$ cat src/hdl/grs_pkg.sv
// shared types and constants for the group reverse stream block
// no dependencies; imported by every module under hdl
package grs_pkg;

    localparam int MAX_GROUP  = 16;
    localparam int VALUE_W    = 32;
    localparam int GSIZE_W    = 5;
    localparam int CNT_W      = $clog2(MAX_GROUP + 1);
    localparam int GSIZE_RST  = 2;

    typedef logic signed [VALUE_W-1:0] value_t;
    typedef logic [CNT_W-1:0]          count_t;
    typedef logic [GSIZE_W-1:0]        gsize_t;

    // move applied alike to every cell of the chain
    typedef enum logic [1:0] {
        OP_HOLD,
        OP_SHIFT_UP,
        OP_SHIFT_DOWN
    } cell_op_t;

    typedef enum logic [1:0] {
        ST_FILL,
        ST_ALIGN,
        ST_DRAIN_REV,
        ST_DRAIN_FWD
    } grs_state_t;

    // handshake and output flags from the controller
    typedef struct packed {
        logic in_ready;
        logic out_valid;
        logic run_last;
        logic seq_end;
        logic sel_top;
    } ctrl_status_t;

endpackage

$ cat src/hdl/group_reverse_stream.sv
// group reverse stream: reverses values in groups over a chain of cells
// output: a full group drains from the next cycle on, newest first, one value
// per cycle while out_ready holds; a short final run shifts to the far end first
// and then drains oldest first; throughput: one input per cycle while filling,
// input stalls while a run aligns or drains, so groups never overlap
// reset clears the fill count, the sequencer and sets group size to 2
module group_reverse_stream (
    input  logic                   clk,
    input  logic                   rst_n,
    input  logic                   cfg_wr_en,
    input  grs_pkg::gsize_t        cfg_wr_data,
    input  logic                   in_valid,
    output logic                   in_ready,
    input  grs_pkg::value_t        element_value,
    input  logic                   sequence_end,
    output logic                   out_valid,
    input  logic                   out_ready,
    output grs_pkg::value_t        out_value,
    output logic                   run_last,
    output logic                   out_sequence_end
);
    import grs_pkg::*;

    cell_op_t     op;
    ctrl_status_t status;
    value_t       cell_value [MAX_GROUP];

    // sequencer
    grs_ctrl u_ctrl (
        .clk          (clk),
        .rst_n        (rst_n),
        .cfg_wr_en    (cfg_wr_en),
        .cfg_wr_data  (cfg_wr_data),
        .in_valid     (in_valid),
        .sequence_end (sequence_end),
        .out_ready    (out_ready),
        .op           (op),
        .status       (status)
    );

    // chain of cells, cell 0 takes new values
    for (genvar i = 0; i < MAX_GROUP; i++)
    begin : g_cell
        value_t lower_in;
        value_t upper_in;
        if (i == 0)
        begin : g_first
            assign lower_in = element_value;
        end
        else
        begin : g_mid_lo
            assign lower_in = cell_value[i-1];
        end
        if (i == MAX_GROUP - 1)
        begin : g_last
            assign upper_in = '0;
        end
        else
        begin : g_mid_hi
            assign upper_in = cell_value[i+1];
        end
        grs_cell u_cell (
            .clk        (clk),
            .op         (op),
            .from_lower (lower_in),
            .from_upper (upper_in),
            .value      (cell_value[i])
        );
    end

    // output side
    assign in_ready         = status.in_ready;
    assign out_valid        = status.out_valid;
    assign run_last         = status.run_last;
    assign out_sequence_end = status.seq_end;
    assign out_value        = status.sel_top ? cell_value[MAX_GROUP-1] : cell_value[0];

    // input is never taken while a group drains
    a_no_overlap: assert property (@(posedge clk) disable iff (!rst_n)
        !(in_ready && out_valid))
        else $error("input accepted during drain");

    // end of sequence only on the last result of a transaction
    a_end_on_last: assert property (@(posedge clk) disable iff (!rst_n)
        out_valid && out_sequence_end |-> run_last)
        else $error("sequence end without run last");

    // a final value always starts an output run
    a_end_flushes: assert property (@(posedge clk) disable iff (!rst_n)
        in_valid && in_ready && sequence_end |=> !in_ready)
        else $error("final value did not flush");

endmodule

$ cat src/hdl/grs_cell.sv
// one storage cell of the value chain
// depends on grs_pkg for the value type and the chain move codes
module grs_cell (
    input  logic              clk,
    input  grs_pkg::cell_op_t op,
    input  grs_pkg::value_t   from_lower,
    input  grs_pkg::value_t   from_upper,
    output grs_pkg::value_t   value
);
    import grs_pkg::*;

    value_t value_reg;
    value_t value_next;

    // pick hold, neighbor below or neighbor above
    always_comb
    begin
        case (op)
            OP_SHIFT_UP:   value_next = from_lower;
            OP_SHIFT_DOWN: value_next = from_upper;
            default:       value_next = value_reg;
        endcase
    end

    // payload register, no reset needed
    always_ff @(posedge clk)
    begin
        value_reg <= value_next;
    end

    assign value = value_reg;

endmodule

$ cat src/hdl/grs_ctrl.sv
// controller: group size register, fill count and drain sequencer
// depends on grs_pkg for counts, states, move codes and the status struct
module grs_ctrl (
    input  logic                  clk,
    input  logic                  rst_n,
    input  logic                  cfg_wr_en,
    input  grs_pkg::gsize_t       cfg_wr_data,
    input  logic                  in_valid,
    input  logic                  sequence_end,
    input  logic                  out_ready,
    output grs_pkg::cell_op_t     op,
    output grs_pkg::ctrl_status_t status
);
    import grs_pkg::*;

    grs_state_t state_reg, state_next;
    gsize_t     gsize_reg;
    count_t     fill_reg, fill_next;
    count_t     remain_reg, remain_next;
    count_t     align_reg, align_next;
    logic       end_reg, end_next;
    count_t     eff_size;
    count_t     cnt_inc;

    // group size clamped to 1..MAX_GROUP
    always_comb
    begin
        if (gsize_reg == '0)
            eff_size = count_t'(1);
        else if (int'(gsize_reg) > MAX_GROUP)
            eff_size = count_t'(MAX_GROUP);
        else
            eff_size = count_t'(gsize_reg);
    end

    assign cnt_inc = fill_reg + count_t'(1);

    // next state and chain control
    always_comb
    begin
        state_next       = state_reg;
        fill_next        = fill_reg;
        remain_next      = remain_reg;
        align_next       = align_reg;
        end_next         = end_reg;
        op               = OP_HOLD;
        status           = '0;
        status.run_last  = (remain_reg == count_t'(1));
        status.seq_end   = (remain_reg == count_t'(1)) && end_reg;
        unique case (state_reg)
            ST_FILL:
            begin
                status.in_ready = 1'b1;
                if (in_valid)
                begin
                    op       = OP_SHIFT_UP;
                    end_next = sequence_end;
                    if (cnt_inc >= eff_size)
                    begin
                        remain_next = cnt_inc;
                        state_next  = ST_DRAIN_REV;
                    end
                    else if (sequence_end)
                    begin
                        // short run: push oldest value up to the far end first
                        remain_next = cnt_inc;
                        align_next  = count_t'(MAX_GROUP) - cnt_inc;
                        state_next  = ST_ALIGN;
                    end
                    else
                    begin
                        fill_next = cnt_inc;
                    end
                end
            end
            ST_ALIGN:
            begin
                op         = OP_SHIFT_UP;
                align_next = align_reg - count_t'(1);
                if (align_reg == count_t'(1))
                    state_next = ST_DRAIN_FWD;
            end
            ST_DRAIN_REV, ST_DRAIN_FWD:
            begin
                status.out_valid = 1'b1;
                status.sel_top   = (state_reg == ST_DRAIN_FWD);
                if (out_ready)
                begin
                    op          = (state_reg == ST_DRAIN_FWD) ? OP_SHIFT_UP : OP_SHIFT_DOWN;
                    remain_next = remain_reg - count_t'(1);
                    if (remain_reg == count_t'(1))
                    begin
                        fill_next  = '0;
                        state_next = ST_FILL;
                    end
                end
            end
            default:
            begin
                state_next = ST_FILL;
            end
        endcase
    end

    // control registers
    always_ff @(posedge clk or negedge rst_n)
    begin
        if (!rst_n)
        begin
            state_reg  <= ST_FILL;
            gsize_reg  <= gsize_t'(GSIZE_RST);
            fill_reg   <= '0;
            remain_reg <= '0;
            align_reg  <= '0;
            end_reg    <= 1'b0;
        end
        else
        begin
            state_reg  <= state_next;
            fill_reg   <= fill_next;
            remain_reg <= remain_next;
            align_reg  <= align_next;
            end_reg    <= end_next;
            if (cfg_wr_en)
                gsize_reg <= cfg_wr_data;
        end
    end

endmodule
$ cat config.mk
export PLATFORM = sky130hd
export DESIGN_NAME = group_reverse_stream
export DESIGN_NICKNAME = d
export VERILOG_FILES = /design/src/hdl/grs_pkg.sv /design/src/hdl/group_reverse_stream.sv /design/src/hdl/grs_cell.sv /design/src/hdl/grs_ctrl.sv
export SDC_FILE = /design/constraint.sdc
export NUM_CORES = 1
export LEC_CHECK = 0
export ABC_AREA = 0
export BUFFER_PORTS_ARGS = -buffer_cell sky130_fd_sc_hd__buf_4
export CORE_AREA = 2 2 282 284
export CTS_CLUSTER_DIAMETER = 60
export DETAILED_ROUTE_END_ITERATION = 10
export DIE_AREA = 0 0 284 286
export GPL_ROUTABILITY_DRIVEN = 0
export HOLD_SLACK_MARGIN = 0.1
export PLACE_DENSITY_LB_ADDON = 0.25
export SLEW_MARGIN = 20
export SYNTH_ARGS = -nofsm -noshare
export SYNTH_HDL_FRONTEND = slang
export SYNTH_SLANG_ARGS = --single-unit
$ cat constraint.sdc
create_clock -name clk -period 33.9 [get_ports clk]
set_input_delay 1.695 -clock clk [delete_from_list [all_inputs] [get_ports clk]]
set_output_delay 1.695 -clock clk [all_outputs]
set_load 0.02 [all_outputs]
==> impl_metrics.ini <==
[routing]
finalWirelength_mm = 37.31
drt_iter0_markers = 674
drtPass1Iterations = 4
vias_per_cell = 4.411
drt-wirelength-per-cell_um = 15.06
vias = 10927
antenna_left = 0
drc = 0

[clock_network]
insertion_delay_ps = 590
cts_buffer_depth = 3
cts_inserted_buffers = 68
post-cts-setup-buffers = 0
ctsHtreeMaxLevel = 3
cts-root-buf = clkbuf_16
path_clk_slew_ps = 50
ctsHoldBuffers = 0
tritoncts = yes
cts.sinks = 535
cts_resized = 0

[power_and_ir_drop]
powerDensity_mw_per_mm2 = 106.2
peakVddDrop_uv = 74.37
finalPower_uw = 2886
power.leakage_uw = 0.009202

[grt]
grt_max_degree = 210
globalRoute.totalOverflow = 0
grt_pass1_wl_mm = 60.39
grt_pass1_vias = 11393
grt_use_total_pct = 9.034
antenna_found_initial = 1

[synth]
syn_area_mm2 = 0.02319
synth_edf_count = 512
synth_async_sr_flop_share_pct = 4.299
ys_ff_latch = 535
yosysSeqAreaShare_pct = 68.78
yosysWarnings = 0
ys_types = 45
syn_area_per_cell_um2 = 18.04
syn_inst = 1286
synth_nets = 1340
yosys_most_used_dff = edfxtp_1

[final_layout]
post-route-util_pct = 34.68
drive_above_1_share_pct = 49.89
instances_no_fill = 2477
syn_to_final_growth_pct = 17.16
nNetsFinal = 1431
largest_register_ffs = 512
antenna_cells = 0

[floorplan]
pin_count = 79
core_area_mm2 = 0.07836
rows = 103
fp.dieH_um = 286
dieArea_mm2 = 0.08122
dieWidth_um = 284
floorplan.initialDensity_pct = 29.60

[timing]
hold_viol = 0
finClkSkew_ps = 21.97
period_share_pct = 16.35
fmax_ghz = 0.1804
holdWs_ps = 480.2
worstMarginPinSlew_ps = 1239
period_needed_ps = 5544
rsz0062_at_grt = no
finalSetupTns_ps = 0
slew_viol_final = 0
setup_violations = 0
maxSlewHeadroom_pct = 17.41

[placed_design]
placed_cells = 2357
portBuffers = 78
dp_hpwl_mm = 20.96

[flow_run]
drv_cap = 0

[critical_path]
worstPathCellList = inv_1, o21ai_0, ha_4, inv_8, buf_4, buf_4, buf_4
crit_path_frequent_cell = buf_4
critPathBufInv = 5
crit_slowest_cell = buf_4
worstSetupStartpointType = register
critPathArrivalTime_ps = 5750
endpoint_kind = register
cp.required_ps = 34110
crit_fanout = 133
crit_type = register to register
cpLargestDelayFamily = buffers and inverters
cpPeakStageDelay_ps = 890

[outcome]
status = complete, no violations

[worst_hold_path]
hold_class = register to register
## through the flow
stage	cell area [um2]	setup slack [ps]
2_1_floorplan	23190	20990
3_3_place_gp	24900	27760
3_5_place_dp	24900	27620
4_1_cts	27170	28210
5_1_grt	27170	27770
6_report	27170	28360
## report_power, final
group | internal, uW | switching (uW)
registers | 1290 | 174
clock network | 450 | 275
logic | 340 | 361
## cells by family (layout without fill, tap and decap cells)
| kind of cell | count (synthesis) | count (layout) | share of synthesized area (%) |
|---|---|---|---|
| flip-flops | 535 | 535 | 68.78 |
| multiplexers | 520 | 520 | 25.23 |
| AND/OR/NAND/NOR | 92 | 92 | 2.169 |
| buffers and inverters | 80 | 221 | 1.564 |
| AO/OA/AOI/OAI | 42 | 42 | 1.446 |
| adder cells (fa/ha/maj) | 11 | 11 | 0.5934 |
| XOR/XNOR | 6 | 6 | 0.2266 |
## worst paths after layout
kind | from | to | slack, ps | depth (start not counted)
worst min register to register | u_ctrl.end_reg | u_ctrl.end_reg | 480 | 2
worst min-delay path | u_ctrl.end_reg | u_ctrl.end_reg | 480 | 2
max in group asynchronous | rst_n | u_ctrl.gsize_reg[1] | 32610 | 1
min in group asynchronous | rst_n | u_ctrl.gsize_reg[3] | 1000 | 1
worst max-delay path | u_ctrl.state_reg[1] | g_cell[11].u_cell.value[11] | 28360 | 7
worst max register to register | u_ctrl.state_reg[1] | g_cell[11].u_cell.value[11] | 28360 | 7
## synthesized netlist by cell type, types with 2 or more instances
cell type | n | share of area, %
edfxtp_1 | 512 | 66
mux2_2 | 510 | 25
buf_2 | 50 | 1.1
nor2b_1 | 33 | 0.89
dfrtp_1 | 22 | 2.4
nand2_1 | 22 | 0.36
clkbuf_1 | 16 | 0.26
inv_1 | 14 | 0.23
ha_1 | 11 | 0.59
nor2_1 | 11 | 0.18
a21oi_1 | 10 | 0.22
nor3_1 | 8 | 0.17
nand3_1 | 7 | 0.15
o21ai_0 | 7 | 0.15
mux2_1 | 6 | 0.29
a221oi_1 | 4 | 0.15
mux2i_1 | 4 | 0.17
xnor2_1 | 4 | 0.15
a211oi_2 | 3 | 0.16
a32o_1 | 3 | 0.13
a21o_1 | 2 | 0.065
and2_1 | 2 | 0.054
o21ai_1 | 2 | 0.043
xor2_1 | 2 | 0.076
## cell type report
| type | count | area [um2] |
|---|---|---|
| Fill cell | 7538 | 51180 |
| Clock inverter | 38 | 427.9 |
| Tap cell | 1050 | 1314 |
| Timing Repair Buffer | 87 | 678.2 |
| Inverter | 14 | 60.06 |
| Clock buffer | 82 | 1848 |
| Multi-Input combinational cell | 671 | 6894 |
| Sequential cell | 535 | 15950 |
## metal layers
metal  vias to the layer above  track usage [%]  wire length, um
met5                         -                0               16
met2                       129            14.30            17330
met1                      5493            11.61            17390
met3                        80            2.249             1310
met4                         2            4.355             1253
li1                       5223                -                -
## worst reg2reg max path, stage by stage, from the launching register on
cell and delay (ps):
dfrtp_1 790, inv_1 400, o21ai_0 380, ha_4 270
inv_8 560, buf_4 910, buf_4 940, buf_4 830
## cells in the final DEF (no fill, tap or decap), types with 3 or more instances in the layout
| cell | instances |
|---|---|
| edfxtp_1 | 512 |
| mux2_2 | 510 |
| buf_4 | 85 |
| clkbuf_16 | 71 |
| nor2b_1 | 33 |
| dfrtp_1 | 22 |
| nand2_1 | 21 |
| inv_1 | 13 |
| nor2_1 | 11 |
| clkinv_1 | 11 |
| a21oi_1 | 10 |
| ha_1 | 10 |
| clkinv_2 | 9 |
| nor3_1 | 8 |
| bufinv_16 | 8 |
| clkbuf_1 | 8 |
| o21ai_0 | 7 |
| nand3_1 | 7 |
| mux2_1 | 6 |
| inv_6 | 5 |
| xnor2_1 | 4 |
| a221oi_1 | 4 |
| mux2i_1 | 4 |
| a211oi_2 | 3 |
| a32o_1 | 3 |
| clkbuf_8 | 3 |
Note: power is estimated with default switching activity, not from simulation.
